--- src/rtl/qled_pkg.sv ---
// Package for the quoted literal escape decoder.
// Holds the transaction types, the decoder state type, result kinds and helper functions.
// No dependencies.
`timescale 1ns / 1ps
`default_nettype none

package qled_pkg;

    typedef struct packed {
        logic [7:0] ch;
        logic       raw_request;
    } src_t;

    typedef struct packed {
        logic [2:0] result_kind;
        logic [7:0] byte_value;
        logic       last;
    } res_t;

    localparam logic [2:0] K_BYTE    = 3'd0;
    localparam logic [2:0] K_STR     = 3'd1;
    localparam logic [2:0] K_RAW     = 3'd2;
    localparam logic [2:0] K_CHAR    = 3'd3;
    localparam logic [2:0] K_UNTERM  = 3'd4;
    localparam logic [2:0] K_BADESC  = 3'd5;
    localparam logic [2:0] K_CHARLEN = 3'd6;

    localparam logic [7:0] CH_DQUOTE = 8'h22;
    localparam logic [7:0] CH_SQUOTE = 8'h27;
    localparam logic [7:0] CH_BSLASH = 8'h5c;
    localparam logic [7:0] CH_X      = 8'h78;
    localparam logic [7:0] CH_ZERO   = 8'h30;
    localparam logic [7:0] CH_SEVEN  = 8'h37;

    typedef enum logic [2:0] {
        PH_IDLE  = 3'd0,
        PH_BODY  = 3'd1,
        PH_ESC   = 3'd2,
        PH_XPEND = 3'd3,
        PH_OCT   = 3'd4,
        PH_HEX   = 3'd5
    } phase_t;

    typedef struct packed {
        phase_t     phase;
        logic       quote_is_single;
        logic       raw_mode;
        logic [7:0] escape_accum;
        logic [1:0] octal_digits;
        logic [1:0] byte_count;
        logic [7:0] first_byte;
    } dec_state_t;

    // {valid, value}
    function automatic logic [4:0] hex_value(input logic [7:0] c);
        logic [4:0] r;
        r = 5'd0;
        if (c >= 8'h30 && c <= 8'h39) begin
            r = {1'b1, c[3:0]};
        end else if ((c >= 8'h61 && c <= 8'h66) || (c >= 8'h41 && c <= 8'h46)) begin
            r = {1'b1, c[3:0] + 4'd9};
        end
        return r;
    endfunction

    // {valid, value}
    function automatic logic [8:0] letter_escape(input logic [7:0] c);
        logic [8:0] r;
        r = 9'd0;
        unique case (c)
            8'h6e:   r = {1'b1, 8'd10};
            8'h74:   r = {1'b1, 8'd9};
            8'h72:   r = {1'b1, 8'd13};
            8'h62:   r = {1'b1, 8'd8};
            8'h66:   r = {1'b1, 8'd12};
            8'h61:   r = {1'b1, 8'd7};
            8'h76:   r = {1'b1, 8'd11};
            8'h65:   r = {1'b1, 8'd27};
            8'h5c:   r = {1'b1, 8'h5c};
            8'h27:   r = {1'b1, 8'h27};
            8'h22:   r = {1'b1, 8'h22};
            8'h3f:   r = {1'b1, 8'h3f};
            default: r = 9'd0;
        endcase
        return r;
    endfunction

    // Byte counting for char literal length check; count saturates at 2.
    function automatic dec_state_t count_byte(input dec_state_t s, input logic [7:0] b);
        dec_state_t r;
        r = s;
        if (s.byte_count == 2'd0) begin
            r.first_byte = b;
        end
        if (s.byte_count < 2'd2) begin
            r.byte_count = s.byte_count + 2'd1;
        end
        return r;
    endfunction

endpackage

`default_nettype wire

--- src/rtl/qled_step.sv ---
// Next-state and result decode for one source character.
// Depends on qled_pkg. Produces up to two results per character.
`timescale 1ns / 1ps
`default_nettype none

module qled_step
    import qled_pkg::*;
(
    input  wire dec_state_t cur,
    input  wire src_t       src,
    output dec_state_t      nxt,
    output logic            v0,
    output res_t            r0,
    output logic            v1,
    output res_t            r1
);

    logic       do_body;
    logic [4:0] hx;
    logic [8:0] le;
    logic       is_oct;
    logic [7:0] q;
    logic       bv;
    res_t       br;

    always_comb
    begin
        nxt     = cur;
        v0      = 1'b0;
        r0      = '0;
        v1      = 1'b0;
        r1      = '0;
        do_body = 1'b0;
        hx      = hex_value(src.ch);
        le      = letter_escape(src.ch);
        is_oct  = (src.ch >= CH_ZERO) && (src.ch <= CH_SEVEN);
        bv      = 1'b0;
        br      = '0;
        q       = CH_DQUOTE;

        unique case (cur.phase)
            PH_IDLE:
            begin
                if (src.ch == CH_DQUOTE || src.ch == CH_SQUOTE) begin
                    nxt.quote_is_single = (src.ch == CH_SQUOTE);
                    nxt.raw_mode        = src.raw_request;
                    nxt.escape_accum    = 8'd0;
                    nxt.octal_digits    = 2'd0;
                    nxt.byte_count      = 2'd0;
                    nxt.first_byte      = 8'd0;
                    nxt.phase           = PH_BODY;
                end
            end
            PH_BODY:
            begin
                do_body = 1'b1;
            end
            PH_ESC:
            begin
                if (src.ch == 8'd0) begin
                    nxt.phase = PH_IDLE;
                    v0 = 1'b1;
                    r0 = '{result_kind: K_UNTERM, byte_value: 8'd0, last: 1'b1};
                end else if (is_oct) begin
                    nxt.escape_accum = {5'd0, src.ch[2:0]};
                    nxt.octal_digits = 2'd1;
                    nxt.phase        = PH_OCT;
                end else if (src.ch == CH_X) begin
                    nxt.phase = PH_XPEND;
                end else if (!le[8]) begin
                    nxt.phase = PH_IDLE;
                    v0 = 1'b1;
                    r0 = '{result_kind: K_BADESC, byte_value: 8'd0, last: 1'b1};
                end else begin
                    nxt       = count_byte(nxt, le[7:0]);
                    nxt.phase = PH_BODY;
                    v0 = 1'b1;
                    r0 = '{result_kind: K_BYTE, byte_value: le[7:0], last: 1'b0};
                end
            end
            PH_XPEND:
            begin
                if (!hx[4]) begin
                    nxt.phase = PH_IDLE;
                    v0 = 1'b1;
                    r0 = '{result_kind: K_BADESC, byte_value: 8'd0, last: 1'b1};
                end else begin
                    nxt.escape_accum = {4'd0, hx[3:0]};
                    nxt.phase        = PH_HEX;
                end
            end
            PH_OCT:
            begin
                if (is_oct) begin
                    nxt.escape_accum = {cur.escape_accum[4:0], src.ch[2:0]};
                    if (cur.octal_digits >= 2'd2) begin
                        nxt.octal_digits = 2'd0;
                        nxt.phase        = PH_BODY;
                        nxt = count_byte(nxt, nxt.escape_accum);
                        v0 = 1'b1;
                        r0 = '{result_kind: K_BYTE, byte_value: nxt.escape_accum, last: 1'b0};
                    end else begin
                        nxt.octal_digits = cur.octal_digits + 2'd1;
                    end
                end else begin
                    nxt.octal_digits = 2'd0;
                    nxt.phase        = PH_BODY;
                    nxt = count_byte(nxt, cur.escape_accum);
                    v0 = 1'b1;
                    r0 = '{result_kind: K_BYTE, byte_value: cur.escape_accum, last: 1'b0};
                    do_body = 1'b1;
                end
            end
            PH_HEX:
            begin
                if (hx[4]) begin
                    nxt.escape_accum = {cur.escape_accum[3:0], hx[3:0]};
                end else begin
                    nxt.phase = PH_BODY;
                    nxt = count_byte(nxt, cur.escape_accum);
                    v0 = 1'b1;
                    r0 = '{result_kind: K_BYTE, byte_value: cur.escape_accum, last: 1'b0};
                    do_body = 1'b1;
                end
            end
            default:
            begin
                nxt.phase = PH_IDLE;
            end
        endcase

        // Body character handling, after any flushed escape byte.
        if (do_body) begin
            q = nxt.quote_is_single ? CH_SQUOTE : CH_DQUOTE;
            if (src.ch == q) begin
                bv = 1'b1;
                nxt.phase = PH_IDLE;
                if (nxt.raw_mode) begin
                    br = '{result_kind: K_RAW, byte_value: 8'd0, last: 1'b1};
                end else if (nxt.quote_is_single) begin
                    if (nxt.byte_count == 2'd1) begin
                        br = '{result_kind: K_CHAR, byte_value: nxt.first_byte, last: 1'b1};
                    end else begin
                        br = '{result_kind: K_CHARLEN, byte_value: 8'd0, last: 1'b1};
                    end
                end else begin
                    br = '{result_kind: K_STR, byte_value: 8'd0, last: 1'b1};
                end
            end else if (src.ch == 8'd0) begin
                bv = 1'b1;
                nxt.phase = PH_IDLE;
                br = '{result_kind: K_UNTERM, byte_value: 8'd0, last: 1'b1};
            end else if (!nxt.raw_mode && src.ch == CH_BSLASH) begin
                nxt.phase = PH_ESC;
            end else begin
                bv  = 1'b1;
                nxt = count_byte(nxt, src.ch);
                br  = '{result_kind: K_BYTE, byte_value: src.ch, last: 1'b0};
            end

            if (bv) begin
                if (v0) begin
                    v1 = 1'b1;
                    r1 = br;
                end else begin
                    v0 = 1'b1;
                    r0 = br;
                end
            end
        end
    end

endmodule

`default_nettype wire

--- src/rtl/quoted_literal_escape_decoder.sv ---
// Results enter the result queue when their character is accepted and are offered from its head.
// Throughput: one character per cycle while results are taken at least as fast; a
// character giving two results needs two output transactions, set by the 4-entry result queue.
// Input stalls whenever the queue has fewer than two free entries.
// Reset (rst_n low, asynchronous) returns the decoder to idle and empties the queue.
// Depends on qled_pkg and qled_step.
`timescale 1ns / 1ps
`default_nettype none

module quoted_literal_escape_decoder
    import qled_pkg::*;
(
    input  wire        clk,
    input  wire        rst_n,
    input  wire        src_valid,
    output logic       src_stall,
    input  wire src_t  src_data,
    output logic       res_valid,
    input  wire        res_stall,
    output res_t       res_data
);

    dec_state_t state_reg;
    dec_state_t state_next;
    logic       v0;
    logic       v1;
    res_t       r0;
    res_t       r1;

    res_t       q_mem [4];
    logic [1:0] wr_ptr_reg;
    logic [1:0] rd_ptr_reg;
    logic [2:0] count_reg;
    logic [2:0] count_next;

    logic       src_acc;
    logic       res_acc;
    logic       push0;
    logic       push1;

    qled_step u_step (
        .cur (state_reg),
        .src (src_data),
        .nxt (state_next),
        .v0  (v0),
        .r0  (r0),
        .v1  (v1),
        .r1  (r1)
    );

    assign src_stall = (count_reg > 3'd2);
    assign src_acc   = src_valid && !src_stall;
    assign res_valid = (count_reg != 3'd0);
    assign res_acc   = res_valid && !res_stall;
    assign res_data  = q_mem[rd_ptr_reg];
    assign push0     = src_acc && v0;
    assign push1     = src_acc && v1;

    assign count_next = count_reg + {2'd0, push0} + {2'd0, push1} - {2'd0, res_acc};

    always_ff @(posedge clk or negedge rst_n)
    begin
        if (!rst_n) begin
            state_reg  <= '{phase: PH_IDLE, default: '0};
            wr_ptr_reg <= 2'd0;
            rd_ptr_reg <= 2'd0;
            count_reg  <= 3'd0;
        end else begin
            if (src_acc) begin
                state_reg <= state_next;
            end
            if (push0 && push1) begin
                wr_ptr_reg <= wr_ptr_reg + 2'd2;
            end else if (push0) begin
                wr_ptr_reg <= wr_ptr_reg + 2'd1;
            end
            if (res_acc) begin
                rd_ptr_reg <= rd_ptr_reg + 2'd1;
            end
            count_reg <= count_next;
        end
    end

    always_ff @(posedge clk)
    begin
        if (push0) begin
            q_mem[wr_ptr_reg] <= r0;
        end
        if (push1) begin
            q_mem[wr_ptr_reg + 2'd1] <= r1;
        end
    end

endmodule

`default_nettype wire
--- config.mk ---
export PLATFORM = sky130hd
export DESIGN_NAME = quoted_literal_escape_decoder
export DESIGN_NICKNAME = d
export VERILOG_FILES = /design/src/rtl/qled_pkg.sv /design/src/rtl/qled_step.sv /design/src/rtl/quoted_literal_escape_decoder.sv
export SDC_FILE = /design/constraint.sdc
export NUM_CORES = 1
export LEC_CHECK = 0
export BUFFER_PORTS_ARGS = -buffer_cell sky130_fd_sc_hd__buf_2
export CAP_MARGIN = 15
export CORE_ASPECT_RATIO = 1.25
export CORE_MARGIN = 8
export CORE_UTILIZATION = 37
export DETAILED_ROUTE_END_ITERATION = 12
export PLACE_DENSITY_LB_ADDON = 0.12
export SLEW_MARGIN = 20
export SYNTH_ARGS = -nofsm -noshare
export SYNTH_HDL_FRONTEND = slang
export SYNTH_SLANG_ARGS = --single-unit
export TNS_END_PERCENT = 1
--- constraint.sdc ---
create_clock -name clk -period 4.51 [get_ports clk]
set_input_delay 0.451 -clock clk [delete_from_list [all_inputs] [get_ports clk]]
set_output_delay 0.451 -clock clk [all_outputs]
set_load 0.02 [all_outputs]
Word level (Yosys, flattened, before mapping)
Memories as Yosys holds them, arrays and structs flattened. Index checks and enable logic that the tools add are counted. W data, S select, Z words.

Bits in registers: 32. Latch bits: 0. Memory bits (writable): 48. Memory bits (read-only): 0. Input bits: 13. Output and inout port bits: 14. Logic and storage cells: 159. Memories kept: 1.

Memories: q_mem (words 4, width 12, read ports 1, clocked after memory_dff 0, write ports 2, RTL line quoted_literal_escape_decoder.sv:30) `res_t q_mem [4];`.

$add $sub $neg: 10. Multipliers: 0. Div/mod/pow operators: 0. $lt $le $gt $ge: 11. Equality and inequality tests: 20. Shift-type cells: 0. Multiplexer cells: 85. Bitwise operators: 0. Reduce and logical (&&, ||, !) cells: 22.

Operators with widths (count): $mux W12 (16); $pmux W9 S12 (1); $pmux W12 S4 (2); $mux W10 (9); $eq A8 B7 Y1 const B (10); $mux W25 (3); $mux W8 (6); $pmux W8 S5 (1); $mux W9 (4); $eq A8 B6 Y1 const B (3); $mux W3 (8); $mux W22 (1); $mux W1 (21); $pmux W3 S6 (1); $ge A8 B7 Y1 const B (2); $le A8 B6 Y1 const B (2); $le A8 B7 Y1 const B (2); $mux W5 (3); $mux W13 (1); $add A2 B1 Y2 const B (5); $logic_and A1 B1 Y1 (10); $mux W2 (5); $eq A8 B8 Y1 (1); $ge A8 B6 Y1 const B (1); 21 further kinds (30).

Depth between registers and ports, before layout
Depth in word-level cells: 20. Depth in mapped cells: 18. Mapped depth without buffers: 14.

Hierarchy
Synthesis repeated with hierarchy kept, for this count alone.

Cell total of the unflattened synthesis: 590. Area, all modules: 6052.1 sq um.

Modules (own cells, without submodules): quoted_literal_escape_decoder (times used 1, cells each 228, area each 3786.1 sq um); qled_step (times used 1, cells each 362, area each 2265.9 sq um).

Worst setup path after synthesis
OpenSTA, ideal clock, no wires.

Path kind: input -> register. From: in src_data[2] (netlist bit). To: mem q_mem[0][2] (netlist bit) (data pin). Data arrival time: 3.679 ns. Data required time: 4.350 ns. Path slack: 0.672 ns. Stages on the path: 16. Path through: buf_4 > inv_1 > ha_1 > or3b_1 > o2111a_1 > a211o_1 > a211oi_1 > a31o_2 > and2_1 > ha_1 > nand2_1 > or4_1 > buf_2 > a311oi_1 > a21oi_1 > o211ai_1.

RTL lines: from (decl) (RTL line quoted_literal_escape_decoder.sv:17) `input wire src_t src_data,`; to (decl) (RTL line quoted_literal_escape_decoder.sv:30).

==> flow_metrics.env <==
export IMPL_end_kind="flip-flop"
export IMPL_synth_area_leader_cell="edfxtp_1"
export IMPL_ys_seq_elements=80
export IMPL_max_freq_mhz=250
export IMPL_power_leakage_nw=2.45
export IMPL_drc=0
export IMPL_multi_input_comb_area_sq_um=3460
export IMPL_dpl_instance_area_sq_um=6430
export IMPL_dp_cells=863
export IMPL_antenna_found_initial=0
export IMPL_post_cts_buffers=0
export IMPL_vias=5490
export IMPL_ys_flop_type="edfxtp_1"
export IMPL_numCtsBuffers=9
export IMPL_synthCells=631
export IMPL_clockBufferDepth=2
export IMPL_wl_per_cell_um=22.7
export IMPL_yosysSeqAreaShare_pct=37.3
export IMPL_grt_ovfl_total=0
export IMPL_ant_nets=0
export IMPL_tns_ns=0
export IMPL_drt_iter0_markers=482
export IMPL_largest_register_ffs=48
export IMPL_io_buffers=26
export IMPL_root_buffer="clkbuf_16"
export IMPL_cp_data_arrival_time_ns=4.05
export IMPL_core_area_sq_um=16100
export IMPL_ios=27
export IMPL_grt_first_pass_wirelength_um=31500
export IMPL_synthTopCellsByArea="edfxtp_1 (24%), dfrtp_1 (13%), mux4_2 (4.5%), nand2_1 (4.4%), ha_1 (3.5%)"
export IMPL_clkTransAtPathRegs_ns=0.07
export IMPL_pwr_share_comb_pct=47.7
export IMPL_viasPerCell=6.25
export IMPL_grt_use_total_pct=20.2
export IMPL_insertion_delay_ns=0.34
export IMPL_ctsResizeCount=0
export IMPL_synthArstFlopShare_pct=40.0
export IMPL_synth_common_cells="nand2_1 (70), edfxtp_1 (48), nor2_1 (47)"
export IMPL_finalClockSkew_ns=0.00888
export IMPL_fin_nets=690
export IMPL_start_util_pct=37.4
export IMPL_die_x_um=130
export IMPL_status="finished clean"
export IMPL_switchingPower_w=0.00166
export IMPL_drtPass1Iterations=5
export IMPL_fp_row_count=52
export IMPL_worst_slack_ns=0.514
export IMPL_wl_um=19900
export IMPL_hold_viol=0
export IMPL_grt_max_degree=33
export IMPL_p_total_w=0.00378
export IMPL_regArea_sq_um=2240
export IMPL_ctsHoldBuffers=0
export IMPL_post_dp_hpwl_um=15100
export IMPL_hold_class="input port to async pin"
export IMPL_seqPwrFrac_pct=31.1
export IMPL_start_kind="input port"
export IMPL_p_per_area_nw_per_um2=561
export IMPL_final_max_slew_violation_count=0
export IMPL_gp_congestion=0.949
export IMPL_maxCapViolCount=0
export IMPL_diodes=0
export IMPL_mappedNetlistArea_sq_um=6000
export IMPL_tightest_slew_ns=1.03
export IMPL_htreeDepth=3
export IMPL_area_delta_synth_final_pct=12.4
export IMPL_synth_nets=663
export IMPL_fillers=1606
export IMPL_grt_pass1_vias=5467
export IMPL_ys_warn_count=0
export IMPL_final_layout_size_suffix_gt1_share_pct=17.8
export IMPL_die_area_sq_um=20600
export IMPL_pre_cts_ws_ns=0.228
export IMPL_worstSetupPathType="input port to flip-flop"
export IMPL_synth_edf_count=48
export IMPL_slew_headroom_pct=30.8
export IMPL_fin_area_sq_um=6750
export IMPL_fin_cells=879
export IMPL_yosysMostFrequentCell="nand2_1"
export IMPL_internal_power_w=0.00212
export IMPL_die_h_um=158
export IMPL_synth_top_area_share_pct=24.0
export IMPL_worstPathRequired_ns=4.56
export IMPL_synth_cell_types=90
export IMPL_setup_viol_count_final=0
export IMPL_period_needed_ns=4.00
export IMPL_clock_power_share_pct=21.3
export IMPL_rsz0062_at_grt="false"
export IMPL_cp_max_fo=10
export IMPL_post_route_period_util_pct=88.6
export IMPL_cts_tree="done"
export IMPL_cts_sinks=80
export IMPL_synth_area_per_cell_sq_um=9.52
export IMPL_ir_drop_v=0.000214
export IMPL_swShare_pct=43.9
[cell type report]
| cell class | count | share of cell area, % |
|---|---|---|
| Clock buffer | 9 | 3.34 |
| Multi-Input combinational cell | 483 | 51.3 |
| Clock inverter | 7 | 1.41 |
| Timing Repair Buffer | 55 | 5.15 |
| Sequential cell | 80 | 33.2 |
| Tap cell | 216 | 4.00 |
| Inverter | 29 | 1.61 |
[kinds of logic after synthesis]
| group | count (synthesis) | synth area share (%) |
|---|---|---|
| AO/OA/AOI/OAI | 213 | 25.5 |
| XOR/XNOR | 6 | 0.875 |
| multiplexers | 28 | 7.25 |
| AND/OR/NAND/NOR | 216 | 19.7 |
| buffers and inverters | 68 | 5.04 |
| flip-flops | 80 | 37.3 |
| adder cells (fa/ha/maj) | 20 | 4.38 |
[routing by layer]
| metal | part of all wire (%) | wire length, um | global-route usage [%] |
|---|---|---|---|
| met5 | 0 | 0 | 0 |
| met4 | 4.8 | 959 | 11.1 |
| met3 | 4.3 | 858 | 2.88 |
| met2 | 50 | 9980 | 34.9 |
| met1 | 41 | 8130 | 23.6 |
[per-stage QoR]
step / hold WS [ns] / utilization, %
finish: 0.202 / 42.0
global route: 0.258 / 42.0
CTS: 0.222 / 42.0
detailed placement: 0.491 / 40.0
global placement: 0.483 / 40.0
floorplan: 0.155 / -
[path summary, 6_finish.rpt]
| check | slack, ns | cells past startpoint | endpoint | start |
|---|---|---|---|---|
| worst max-delay path | 0.51 | 16 | q_mem[3][6] | src_data[1] |
| worst min-delay path | 0.20 | 1 | state_reg[22] | rst_n |
| worst max register to register | 0.73 | 11 | q_mem[3][6] | state_reg[22] |
| worst min register to register | 0.50 | 1 | state_reg[10] | state_reg[10] |
| max in group asynchronous | 3.77 | 1 | state_reg[4] | rst_n |
| min in group clk | 0.42 | 3 | rd_ptr_reg[0] | res_stall |
[critical path, stage by stage]
cell	delay, ns
buf_2	0.20
inv_1	0.13
ha_1	0.32
mux2_2	0.32
nand3_1	0.23
o31a_1	0.28
nand4_1	0.30
a31o_2	0.36
and2_1	0.19
ha_1	0.25
nand2_1	0.09
or4_1	0.18
buf_4	0.16
nor2_1	0.05
a221oi_2	0.39
o22ai_1	0.14
[cell usage in the layout (no fill, tap or decap), types with 4 or more instances in the layout]
| cell type | Yosys | layout |
|---|---|---|
| nand2_1 | 70 | 70 |
| edfxtp_1 | 48 | 48 |
| nor2_1 | 47 | 47 |
| dfrtp_1 | 32 | 32 |
| o21ai_0 | 31 | 31 |
| buf_4 | 5 | 29 |
| inv_1 | 27 | 27 |
| buf_2 | 10 | 26 |
| a21oi_1 | 24 | 24 |
| nand3_1 | 24 | 24 |
| o22ai_1 | 20 | 20 |
| ha_1 | 17 | 17 |
| o221ai_1 | 13 | 13 |
| a21o_1 | 12 | 12 |
| mux2i_1 | 12 | 12 |
| mux4_2 | 12 | 12 |
| a211oi_1 | 11 | 11 |
| o211ai_1 | 11 | 11 |
| o21ai_1 | 11 | 11 |
| a22oi_1 | 9 | 9 |
| clkbuf_16 | 0 | 9 |
| nor2b_1 | 6 | 6 |
| nand2b_1 | 6 | 6 |
| and2_1 | 6 | 6 |
| nor3_1 | 6 | 6 |
| a31oi_1 | 6 | 6 |
| o32ai_1 | 6 | 6 |
| nor2_2 | 5 | 5 |
| a211o_1 | 5 | 5 |
| nand4_1 | 5 | 5 |
| and3_1 | 5 | 5 |
| a221oi_1 | 5 | 5 |
| xnor2_1 | 5 | 5 |
| mux2_2 | 4 | 4 |
| nor4_4 | 4 | 4 |
| a221o_1 | 4 | 4 |
[power by group through the flow]
| stage | clock network [W] | logic, W | registers (W) |
|---|---|---|---|
| 6_report | 0.000805 | 0.00180 | 0.00118 |
| 3_5_place_dp | 0 | 0.00179 | 0.00119 |
| 2_1_floorplan | 0 | 0.00137 | 0.00106 |
| 3_3_place_gp | 0 | 0.00177 | 0.00119 |
| 5_1_grt | 0.000846 | 0.00198 | 0.00120 |
| 4_1_cts | 0.000818 | 0.00179 | 0.00118 |
Power figures use the tool's default switching activity.
